<file path="src/hdl/bankers_request_safety_check_top_assert.svh">
// assertion macros for the banker's request checker
`ifndef BANKERS_REQUEST_SAFETY_CHECK_TOP_ASSERT_SVH
`define BANKERS_REQUEST_SAFETY_CHECK_TOP_ASSERT_SVH

// same-cycle implication, checked out of reset
`define BRSC_ASSERT(label, ante, cons, msg) \
    label: assert property (@(posedge clk) disable iff (!rst_n) (ante) |-> (cons)) \
        else $error(msg);

// next-cycle implication, checked out of reset
`define BRSC_ASSERT_NEXT(label, ante, cons, msg) \
    label: assert property (@(posedge clk) disable iff (!rst_n) (ante) |=> (cons)) \
        else $error(msg);

`endif

</file>
<file path="src/hdl/brsc_pkg.sv">
package brsc_pkg;

    localparam int MAX_PROCS_DEF  = 8;
    localparam int MAX_RES_DEF    = 4;
    localparam int COUNT_BITS_DEF = 8;

    localparam int ACT_W    = 2;
    localparam int STATUS_W = 3;
    localparam int ID_W     = 8;
    localparam int VAL_W    = 8;
    localparam int CFG_W    = 3;

    localparam logic [CFG_W-1:0] ACTIVE_RES_RESET = 3'd4;

    typedef enum logic [ACT_W-1:0] {
        ACT_LOAD    = 2'd0,
        ACT_SET     = 2'd1,
        ACT_REQUEST = 2'd2
    } action_t;

    typedef enum logic [STATUS_W-1:0] {
        ST_GRANTED       = 3'd0,
        ST_UNKNOWN       = 3'd1,
        ST_EXCEEDS_NEED  = 3'd2,
        ST_EXCEEDS_AVAIL = 3'd3,
        ST_UNSAFE        = 3'd4,
        ST_ACCEPTED      = 3'd5,
        ST_LOAD_REJECTED = 3'd6
    } status_t;

    typedef enum logic [3:0] {
        S_IDLE,
        S_LOAD,
        S_SET,
        S_LOOKUP,
        S_CHECK,
        S_GRANT,
        S_SCAN_INIT,
        S_SCAN,
        S_EMIT,
        S_ROLLBACK
    } state_t;

endpackage

</file>
<file path="src/hdl/bankers_request_safety_check_top.sv">
// Banker's algorithm request checker. An item is taken when start is high and busy is
// low; busy stays high until the item is finished. Results come out one per cycle on
// status, seq_process_id and last, marked by result_valid for a single cycle, and must
// be taken as they come since the receiver cannot stall the block. A load or set is
// answered from its S_LOAD or S_SET state through the registered result. A request
// steps through the table one row a cycle to find the process, one resource a cycle
// to check need and available, then runs the safety scan one row a cycle for up to
// MAX_PROCS passes over the table, and on a grant sends the safe sequence one
// identifier a cycle. The configuration port is ready whenever the block is not busy.
`include "bankers_request_safety_check_top_assert.svh"

module bankers_request_safety_check_top #(
    parameter int MAX_PROCS  = brsc_pkg::MAX_PROCS_DEF,
    parameter int MAX_RES    = brsc_pkg::MAX_RES_DEF,
    parameter int COUNT_BITS = brsc_pkg::COUNT_BITS_DEF
) (
    input  logic                           clk,
    input  logic                           rst_n,
    input  logic                           start,
    output logic                           busy,
    input  logic [brsc_pkg::ACT_W-1:0]     action,
    input  logic [brsc_pkg::ID_W-1:0]      process_id,
    input  logic [brsc_pkg::VAL_W-1:0]     value_a_0,
    input  logic [brsc_pkg::VAL_W-1:0]     value_a_1,
    input  logic [brsc_pkg::VAL_W-1:0]     value_a_2,
    input  logic [brsc_pkg::VAL_W-1:0]     value_a_3,
    input  logic [brsc_pkg::VAL_W-1:0]     value_b_0,
    input  logic [brsc_pkg::VAL_W-1:0]     value_b_1,
    input  logic [brsc_pkg::VAL_W-1:0]     value_b_2,
    input  logic [brsc_pkg::VAL_W-1:0]     value_b_3,
    input  logic                           cfg_valid,
    output logic                           cfg_ready,
    input  logic [brsc_pkg::CFG_W-1:0]     cfg_data,
    output logic                           result_valid,
    output logic [brsc_pkg::STATUS_W-1:0]  status,
    output logic [brsc_pkg::ID_W-1:0]      seq_process_id,
    output logic                           last
);

    localparam int IDX_W  = (MAX_PROCS > 1) ? $clog2(MAX_PROCS) : 1;
    localparam int CNT_W  = $clog2(MAX_PROCS + 1);
    localparam int RIDX_W = (MAX_RES > 1) ? $clog2(MAX_RES) : 1;
    localparam int RES_W  = $clog2(MAX_RES + 1);
    localparam int WORK_W = COUNT_BITS + CNT_W;

    localparam logic [CNT_W-1:0]           PROCS_C = CNT_W'(MAX_PROCS);
    localparam logic [brsc_pkg::CFG_W-1:0] RES_C   = brsc_pkg::CFG_W'(MAX_RES);

    typedef logic [COUNT_BITS-1:0] units_t;
    typedef logic [WORK_W-1:0]     work_t;

    logic [brsc_pkg::VAL_W-1:0] a_port [4];
    logic [brsc_pkg::VAL_W-1:0] b_port [4];
    units_t                     a_in   [MAX_RES];
    units_t                     b_in   [MAX_RES];

    brsc_pkg::state_t           state_reg, state_next;
    logic [brsc_pkg::CFG_W-1:0] active_res_reg;
    logic [CNT_W-1:0]           count_reg;

    logic [brsc_pkg::ID_W-1:0]  id_reg    [MAX_PROCS];
    units_t                     max_reg   [MAX_PROCS][MAX_RES];
    units_t                     alloc_reg [MAX_PROCS][MAX_RES];
    units_t                     avail_reg [MAX_RES];
    work_t                      work_reg  [MAX_RES];
    logic [MAX_PROCS-1:0]       done_reg;
    logic [IDX_W-1:0]           seq_reg   [MAX_PROCS];

    logic [brsc_pkg::ID_W-1:0]  pid_reg;
    units_t                     a_reg [MAX_RES];
    units_t                     b_reg [MAX_RES];

    logic [IDX_W-1:0]           row_reg;
    logic [IDX_W-1:0]           idx_reg;
    logic [IDX_W-1:0]           emit_reg;
    logic [RES_W-1:0]           res_reg;
    logic [CNT_W-1:0]           found_cnt_reg;
    logic                       found_reg;

    logic                       valid_reg;
    brsc_pkg::status_t          status_reg;
    logic [brsc_pkg::ID_W-1:0]  seq_id_reg;
    logic                       last_reg;

    logic [RES_W-1:0]           nres;
    logic [MAX_RES-1:0]         res_en;
    logic [MAX_RES-1:0]         load_over;
    logic [MAX_RES-1:0]         fits_s;
    logic                       load_bad;
    logic                       hit;
    logic                       row_last;
    logic [RIDX_W-1:0]          ridx;
    units_t                     need_c;
    logic                       over_need;
    logic                       over_avail;
    logic                       res_last;
    logic                       row_ok;
    logic [CNT_W-1:0]           cnt_after;
    logic                       found_after;
    logic                       emit_last;
    logic [brsc_pkg::ID_W-1:0]  emit_id;

    logic                       take_item;
    logic                       load_wr;
    logic                       set_wr;
    logic                       idx_load;
    logic                       row_inc;
    logic                       res_inc;
    logic                       grant_wr;
    logic                       rollback_wr;
    logic                       scan_init;
    logic                       scan_step;
    logic                       emit_inc;
    logic                       res_fire;
    brsc_pkg::status_t          res_status;
    logic [brsc_pkg::ID_W-1:0]  res_id;
    logic                       res_last_flag;

    assign a_port[0] = value_a_0;
    assign a_port[1] = value_a_1;
    assign a_port[2] = value_a_2;
    assign a_port[3] = value_a_3;
    assign b_port[0] = value_b_0;
    assign b_port[1] = value_b_1;
    assign b_port[2] = value_b_2;
    assign b_port[3] = value_b_3;

    // per resource: input truncation, enables, load check, scan fit
    for (genvar g = 0; g < MAX_RES; g++)
    begin : g_res
        logic [COUNT_BITS+brsc_pkg::VAL_W-1:0] a_ext;
        logic [COUNT_BITS+brsc_pkg::VAL_W-1:0] b_ext;
        units_t                                need_s;

        assign a_ext        = {{COUNT_BITS{1'b0}}, a_port[g]};
        assign b_ext        = {{COUNT_BITS{1'b0}}, b_port[g]};
        assign a_in[g]      = a_ext[COUNT_BITS-1:0];
        assign b_in[g]      = b_ext[COUNT_BITS-1:0];
        assign res_en[g]    = RES_W'(g) < nres;
        assign load_over[g] = b_reg[g] > a_reg[g];
        assign need_s       = max_reg[row_reg][g] - alloc_reg[row_reg][g];
        assign fits_s[g]    = !res_en[g] || (WORK_W'(need_s) <= work_reg[g]);
    end

    always_comb
    begin
        if (active_res_reg == '0)
        begin
            nres = RES_W'(1);
        end
        else if (active_res_reg > RES_C)
        begin
            nres = RES_W'(RES_C);
        end
        else
        begin
            nres = RES_W'(active_res_reg);
        end
    end

    assign load_bad    = (count_reg == PROCS_C) || (|load_over);
    assign hit         = id_reg[row_reg] == pid_reg;
    assign row_last    = (CNT_W'(row_reg) + CNT_W'(1)) == count_reg;
    assign ridx        = res_reg[RIDX_W-1:0];
    assign need_c      = max_reg[idx_reg][ridx] - alloc_reg[idx_reg][ridx];
    assign over_need   = a_reg[ridx] > need_c;
    assign over_avail  = a_reg[ridx] > avail_reg[ridx];
    assign res_last    = (res_reg + RES_W'(1)) == nres;
    assign row_ok      = !done_reg[row_reg] && (&fits_s);
    assign cnt_after   = found_cnt_reg + CNT_W'(row_ok);
    assign found_after = found_reg | row_ok;
    assign emit_last   = (CNT_W'(emit_reg) + CNT_W'(1)) == count_reg;
    assign emit_id     = id_reg[seq_reg[emit_reg]];

    // next state
    always_comb
    begin
        state_next = state_reg;
        case (state_reg)
            brsc_pkg::S_IDLE:
            begin
                if (start)
                begin
                    case (action)
                        brsc_pkg::ACT_LOAD:    state_next = brsc_pkg::S_LOAD;
                        brsc_pkg::ACT_SET:     state_next = brsc_pkg::S_SET;
                        brsc_pkg::ACT_REQUEST: state_next = brsc_pkg::S_LOOKUP;
                        default:               state_next = brsc_pkg::S_IDLE;
                    endcase
                end
            end
            brsc_pkg::S_LOAD:      state_next = brsc_pkg::S_IDLE;
            brsc_pkg::S_SET:       state_next = brsc_pkg::S_IDLE;
            brsc_pkg::S_LOOKUP:
            begin
                if (count_reg == '0)
                begin
                    state_next = brsc_pkg::S_IDLE;
                end
                else if (hit)
                begin
                    state_next = brsc_pkg::S_CHECK;
                end
                else if (row_last)
                begin
                    state_next = brsc_pkg::S_IDLE;
                end
            end
            brsc_pkg::S_CHECK:
            begin
                if (over_need || over_avail)
                begin
                    state_next = brsc_pkg::S_IDLE;
                end
                else if (res_last)
                begin
                    state_next = brsc_pkg::S_GRANT;
                end
            end
            brsc_pkg::S_GRANT:     state_next = brsc_pkg::S_SCAN_INIT;
            brsc_pkg::S_SCAN_INIT: state_next = brsc_pkg::S_SCAN;
            brsc_pkg::S_SCAN:
            begin
                if (row_last)
                begin
                    if (cnt_after == count_reg)
                    begin
                        state_next = brsc_pkg::S_EMIT;
                    end
                    else if (!found_after)
                    begin
                        state_next = brsc_pkg::S_ROLLBACK;
                    end
                end
            end
            brsc_pkg::S_EMIT:
            begin
                if (emit_last)
                begin
                    state_next = brsc_pkg::S_IDLE;
                end
            end
            brsc_pkg::S_ROLLBACK:  state_next = brsc_pkg::S_IDLE;
            default:               state_next = brsc_pkg::S_IDLE;
        endcase
    end

    // sequencer outputs
    always_comb
    begin
        take_item     = 1'b0;
        load_wr       = 1'b0;
        set_wr        = 1'b0;
        idx_load      = 1'b0;
        row_inc       = 1'b0;
        res_inc       = 1'b0;
        grant_wr      = 1'b0;
        rollback_wr   = 1'b0;
        scan_init     = 1'b0;
        scan_step     = 1'b0;
        emit_inc      = 1'b0;
        res_fire      = 1'b0;
        res_status    = brsc_pkg::ST_ACCEPTED;
        res_id        = '0;
        res_last_flag = 1'b1;
        case (state_reg)
            brsc_pkg::S_IDLE:
            begin
                take_item = start;
            end
            brsc_pkg::S_LOAD:
            begin
                load_wr    = !load_bad;
                res_fire   = 1'b1;
                res_status = load_bad ? brsc_pkg::ST_LOAD_REJECTED : brsc_pkg::ST_ACCEPTED;
            end
            brsc_pkg::S_SET:
            begin
                set_wr   = 1'b1;
                res_fire = 1'b1;
            end
            brsc_pkg::S_LOOKUP:
            begin
                if (count_reg == '0)
                begin
                    res_fire   = 1'b1;
                    res_status = brsc_pkg::ST_UNKNOWN;
                end
                else if (hit)
                begin
                    idx_load = 1'b1;
                end
                else if (row_last)
                begin
                    res_fire   = 1'b1;
                    res_status = brsc_pkg::ST_UNKNOWN;
                end
                else
                begin
                    row_inc = 1'b1;
                end
            end
            brsc_pkg::S_CHECK:
            begin
                if (over_need)
                begin
                    res_fire   = 1'b1;
                    res_status = brsc_pkg::ST_EXCEEDS_NEED;
                end
                else if (over_avail)
                begin
                    res_fire   = 1'b1;
                    res_status = brsc_pkg::ST_EXCEEDS_AVAIL;
                end
                else
                begin
                    res_inc = !res_last;
                end
            end
            brsc_pkg::S_GRANT:
            begin
                grant_wr = 1'b1;
            end
            brsc_pkg::S_SCAN_INIT:
            begin
                scan_init = 1'b1;
            end
            brsc_pkg::S_SCAN:
            begin
                scan_step = 1'b1;
            end
            brsc_pkg::S_EMIT:
            begin
                emit_inc      = 1'b1;
                res_fire      = 1'b1;
                res_status    = brsc_pkg::ST_GRANTED;
                res_id        = emit_id;
                res_last_flag = emit_last;
            end
            brsc_pkg::S_ROLLBACK:
            begin
                rollback_wr = 1'b1;
                res_fire    = 1'b1;
                res_status  = brsc_pkg::ST_UNSAFE;
            end
            default:
            begin
                take_item = 1'b0;
            end
        endcase
    end

    // control state
    always_ff @(posedge clk or negedge rst_n)
    begin
        if (!rst_n)
        begin
            state_reg      <= brsc_pkg::S_IDLE;
            active_res_reg <= brsc_pkg::ACTIVE_RES_RESET;
            count_reg      <= '0;
            valid_reg      <= 1'b0;
            row_reg        <= '0;
            idx_reg        <= '0;
            emit_reg       <= '0;
            res_reg        <= '0;
            found_cnt_reg  <= '0;
            found_reg      <= 1'b0;
            for (int j = 0; j < MAX_RES; j++)
            begin
                avail_reg[j] <= '0;
            end
        end
        else
        begin
            state_reg <= state_next;
            valid_reg <= res_fire;
            if (cfg_valid && cfg_ready)
            begin
                active_res_reg <= cfg_data;
            end
            if (load_wr)
            begin
                count_reg <= count_reg + CNT_W'(1);
            end
            if (take_item || scan_init)
            begin
                row_reg <= '0;
            end
            else if (row_inc)
            begin
                row_reg <= row_reg + IDX_W'(1);
            end
            else if (scan_step)
            begin
                row_reg <= row_last ? '0 : row_reg + IDX_W'(1);
            end
            if (idx_load)
            begin
                idx_reg <= row_reg;
                res_reg <= '0;
            end
            else if (res_inc)
            begin
                res_reg <= res_reg + RES_W'(1);
            end
            if (scan_init)
            begin
                emit_reg      <= '0;
                found_cnt_reg <= '0;
                found_reg     <= 1'b0;
            end
            else if (scan_step)
            begin
                found_cnt_reg <= cnt_after;
                found_reg     <= row_last ? 1'b0 : found_after;
            end
            else if (emit_inc)
            begin
                emit_reg <= emit_reg + IDX_W'(1);
            end
            for (int j = 0; j < MAX_RES; j++)
            begin
                if (set_wr)
                begin
                    avail_reg[j] <= a_reg[j];
                end
                else if (grant_wr && res_en[j])
                begin
                    avail_reg[j] <= avail_reg[j] - a_reg[j];
                end
                else if (rollback_wr && res_en[j])
                begin
                    avail_reg[j] <= avail_reg[j] + a_reg[j];
                end
            end
        end
    end

    // tables, scan data and result payload
    always_ff @(posedge clk)
    begin
        if (take_item)
        begin
            pid_reg <= process_id;
            for (int j = 0; j < MAX_RES; j++)
            begin
                a_reg[j] <= a_in[j];
                b_reg[j] <= b_in[j];
            end
        end
        if (load_wr)
        begin
            id_reg[count_reg[IDX_W-1:0]] <= pid_reg;
            for (int j = 0; j < MAX_RES; j++)
            begin
                max_reg[count_reg[IDX_W-1:0]][j]   <= a_reg[j];
                alloc_reg[count_reg[IDX_W-1:0]][j] <= b_reg[j];
            end
        end
        for (int j = 0; j < MAX_RES; j++)
        begin
            if (grant_wr && res_en[j])
            begin
                alloc_reg[idx_reg][j] <= alloc_reg[idx_reg][j] + a_reg[j];
            end
            else if (rollback_wr && res_en[j])
            begin
                alloc_reg[idx_reg][j] <= alloc_reg[idx_reg][j] - a_reg[j];
            end
        end
        if (scan_init)
        begin
            done_reg <= '0;
            for (int j = 0; j < MAX_RES; j++)
            begin
                work_reg[j] <= WORK_W'(avail_reg[j]);
            end
        end
        else if (scan_step && row_ok)
        begin
            done_reg[row_reg]                      <= 1'b1;
            seq_reg[found_cnt_reg[IDX_W-1:0]]      <= row_reg;
            for (int j = 0; j < MAX_RES; j++)
            begin
                if (res_en[j])
                begin
                    work_reg[j] <= work_reg[j] + WORK_W'(alloc_reg[row_reg][j]);
                end
            end
        end
        if (res_fire)
        begin
            status_reg <= res_status;
            seq_id_reg <= res_id;
            last_reg   <= res_last_flag;
        end
    end

    assign busy           = state_reg != brsc_pkg::S_IDLE;
    assign cfg_ready      = state_reg == brsc_pkg::S_IDLE;
    assign result_valid   = valid_reg;
    assign status         = status_reg;
    assign seq_process_id = seq_id_reg;
    assign last           = last_reg;

    `BRSC_ASSERT(a_last_idle, result_valid && last, !busy, "final item shown while busy")
    `BRSC_ASSERT(a_count_bound, 1'b1, count_reg <= PROCS_C, "process count above table size")
    `BRSC_ASSERT_NEXT(a_ignored_action, start && !busy && action != brsc_pkg::ACT_LOAD && action != brsc_pkg::ACT_SET && action != brsc_pkg::ACT_REQUEST, !busy && !result_valid, "ignored item caused work")
    `BRSC_ASSERT(a_scan_bound, state_reg == brsc_pkg::S_SCAN, found_cnt_reg <= count_reg, "scan found more rows than loaded")
    `BRSC_ASSERT(a_seq_status, result_valid && !last, status == brsc_pkg::ST_GRANTED, "non-final item outside a grant")

endmodule

</file>
<file path="config.mk">
export PLATFORM = sky130hd
export DESIGN_NAME = bankers_request_safety_check_top
export DESIGN_NICKNAME = d
export VERILOG_FILES = /design/src/hdl/brsc_pkg.sv /design/src/hdl/bankers_request_safety_check_top.sv
export VERILOG_INCLUDE_DIRS = /design/src /design/src/hdl
export SDC_FILE = /design/constraint.sdc
export NUM_CORES = 1
export LEC_CHECK = 0
export BUFFER_PORTS_ARGS = -buffer_cell sky130_fd_sc_hd__buf_4
export CAP_MARGIN = 20
export CORE_UTILIZATION = 30
export DETAILED_ROUTE_END_ITERATION = 8
export PLACE_DENSITY_LB_ADDON = 0.2
export SYNTH_ARGS = -nofsm -noshare
export SYNTH_HDL_FRONTEND = slang
export SYNTH_SLANG_ARGS = --single-unit
</file>
<file path="constraint.sdc">
create_clock -name clk -period 18.11 [get_ports clk]
set_clock_uncertainty 0.2 [all_clocks]
set_input_delay 3.622 -clock clk [delete_from_list [all_inputs] [get_ports clk]]
set_output_delay 3.622 -clock clk [all_outputs]
set_load 0.005 [all_outputs]
</file>
==> summary.txt <==
Layout
  – Layout cells sized above 1: 17.96%
  – Filler instances: 13910
  – Area grow syn2layout: 14.78%
  – Nets@finish: 3679
  – Design area: ~50000 µm²
  – Leading cell type in the layout, fill and taps excluded: edfxtp_1
  – Most frequent cells in the layout: edfxtp_1 (732), ha_1 (216), nor2_1 (199)

Global route
  – Gr ovfl total: 0
  – Largest net degree at the start of global routing: between 50 and 60
  – Number of global-route vias before repair: about 29000
  – Global-route wire length before repair: 217200 µm
  – Antenna violations before repair: 9
  – Total track usage: 20.92%

Logic synthesis
  – Post-synthesis mux area share: about an eighth
  – Post-Syn Instances: ~3200
  – Ys async rst share: about 7.6%
  – Share of the synthesized area in the top cell type: 50.77%
  – Post-Synth Adder-Cell Area: under 10%
  – Post-synth EDFFs: roughly 730
  – Syn nets: 3554
  – Synth top area cells: edfxtp_1 (51%), mux4_2 (9.2%), ha_1 (6.2%)
  – Post-Synth Simple-Gate Area: 7.326%
  – Post-synth cell types: 86
  – Area leader, netlist: edfxtp_1
  – Syn_area_per_cell: 13.36 µm²
  – Top_reg_cell synth: edfxtp_1
  – Synth Area in Compound Gates: between 10% and 20%
  – Seq/Total Area, Yosys: 54.67%
  – Main combinational cell family by area after synthesis: multiplexers
  – Yosys warning count: 0
  – Post-synthesis register bit count: about 800
  – Post-Syn Area: roughly 43000 µm²
  – XOR/XNOR Fraction of Synth Area: 3.933%

Route
  – First drt pass iteration count: 8
  – Final ANT Viol Nets: 0
  – Final wirelength: ~150000 µm
  – Routed len/inst: about 29 µm
  – Vias per std cell: ~5.5
  – Iter 0 DRT Violations: roughly 3100
  – DRC: 0
  – Total vias in the final route: ~30000

STA
  – Count of pins over their slew limit: 0
  – RSZ-0062 raised after global routing: false
  – Hold Fails Final Rpt: 0
  – Final setup fails: 0
  – Crit share post-route: 48.38%
  – Slew HR: 22.89%
  – Max Freq: approximately 0.11 GHz
  – Worst Max-Slew Pin Slew: between 1 and 1.5 ns
  – Fin crit period: 8.762 ns
  – Final setup TNS: 0 ns

Critical path
  – Crit-path most repeated cell: buf_4
  – Reg2Reg Depth: 27
  – Crit end category: flop
  – CP Class: flop to flop
  – FF-to-FF Start: row_reg[0]
  – Nature of the critical path startpoint: flop
  – CP required: roughly 18 ns
  – Reg2reg setup slack: 9.35 ns
  – Reg2reg end: work_reg[1][0]
  – Worst Path Max Fanout: 36
  – Critical path arrival: 8.87 ns
  – Critical path's slowest cell: dfrtp_2
  – Crit path largest cell delay: about 0.93 ns

Floorplanning
  – Full die area: 145800 µm²
  – Core Region: about 140000 µm²
  – Die Ht: about 380 µm
  – Initial Util: a little under a third
  – Cell row count: 139
  – Io pins: 96
  – Die X: 381.9 µm

Place
  – Placement Cell Area: ~47000 µm²
  – GPL Wtd Cong: slightly below 0.9
  – Number of buffers added on ports: 95
  – Post-detail-place hpwl: around 110000 µm

Min path
  – Worst Hold End: done_reg[5]
  – Hold Crit Start: done_reg[5]
  – Hold crit path type: flop to flop
  – WHS Path Cells: 1

Power and ir drop
  – Worst vdd ir: between 0.15 and 0.2 mV
  – PwrDens: 176.6 nW/µm²
  – Total power draw: about 8.8 mW
  – LEAKAGE: between 15 and 20 nW

Status
  – Status: complete, no violations

CTS
  – Num CTS Buffers: between 90 and 100
  – Clock insertion delay at the later pin of the skew report: 0.73 ns
  – Clock transition at path regs: about 0.06 ns
  – Post-CTS sizing: 0
  – Clock sinks: roughly 800
  – Post-CTS Setup Bufs: 0
  – CTS max path bufs: 3
  – TritonCTS clock tree: done
  – Root Buffer: clkbuf_16
  – Htree depth: 3
  – Hold-fix buffers, CTS: 0

Job
  – Number of max-cap violations: 0
==> per-stage QoR <==
step                util [%]  hold WS [ns]  cells  worst slack, ns
floorplan                  -        0.2366   3240            11.13
global route           34.63        0.2915   5349            9.130
detailed placement     32.49        0.2482   5168            9.557
CTS                    34.60        0.2618   5345            9.556
finish                 34.64        0.2600   5352            9.348
global placement       32.47        0.2505   5165            9.664
==> critical path, delay by kind of cell (launching register included) <==
kind | cells | cell delay (ns)
compound gates | 8 | 1.92
xor+xnor | 1 | 0.24
fa+ha+maj | 2 | 0.58
buf+inv | 4 | 1.55
flops | 1 | 0.93
simple gates | 12 | 2.79
==> layout make-up <==
type | instances | area [µm²] | share of cell area, %
Multi-Input combinational cell | 2096 | 18430 | 37.08
Tap cell | 1903 | 2381 | 4.791
Inverter | 173 | 649.4 | 1.307
Timing Repair Buffer | 199 | 1505 | 3.029
Antenna cell | 3 | 7.507 | 0.01511
Sequential cell | 801 | 23690 | 47.67
Clock inverter | 60 | 539.3 | 1.085
Clock buffer | 117 | 2500 | 5.030
==> report_power, final <==
| group | internal, mW | total, mW | switching [mW] |
|---|---|---|---|
| clock | 1.07 | 1.89 | 0.818 |
| combinational | 1.71 | 4.28 | 2.57 |
| sequential | 2.33 | 2.60 | 0.275 |
==> worst max-delay path by stage <==
stage,startpoint,end,slack (ns),cells after the start
2_1_floorplan,row_reg[1],state_reg[0],11.13,33
3_3_place_gp,row_reg[1],work_reg[1][2],9.66,27
6_report,row_reg[0],work_reg[1][0],9.35,27
3_5_place_dp,row_reg[0],work_reg[1][0],9.56,27
5_1_grt,row_reg[0],work_reg[1][1],9.13,27
4_1_cts,row_reg[1],work_reg[1][0],9.56,27
==> layer usage <==
| layer | global-route usage [%] | vias to the layer above | part of all wire, % |
|---|---|---|---|
| li1 | - | 12860 | - |
| met1 | 28.49 | 15130 | 43 |
| met2 | 34.63 | 1068 | 48 |
| met3 | 3.031 | 174 | 6.2 |
| met4 | 5.593 | 0 | 2.4 |
| met5 | 0 | - | 0 |
==> synth_stat cells (all sizes together) (24+ instances only) <==
master and number:
edfxtp 732, ha 216, nor2 203, mux4 179
inv 172, nand2 157, a22oi 150, xnor2 145
a21oi 141, o21ai 120, clkbuf 118, mux2i 86
a21o 69, dfrtp 60, mux2 57, buf 52
nor2b 47, nand3 44, xor2 44, a22o 42
nor3 41, a221oi 40, nand2b 32, a211oi 29
and3 27, nand4 24
==> kinds of logic (layout without fill, tap and decap cells) <==
group                    Yosys count  count (layout)
AO/OA/AOI/OAI                    705             705
XOR/XNOR                         191             191
adder cells (fa/ha/maj)          233             233
buffers and inverters            343             549
flip-flops                       801             801
multiplexers                     322             322
other                              0               3
AND/OR/NAND/NOR                  645             645
(Power assumes the default switching activity.)
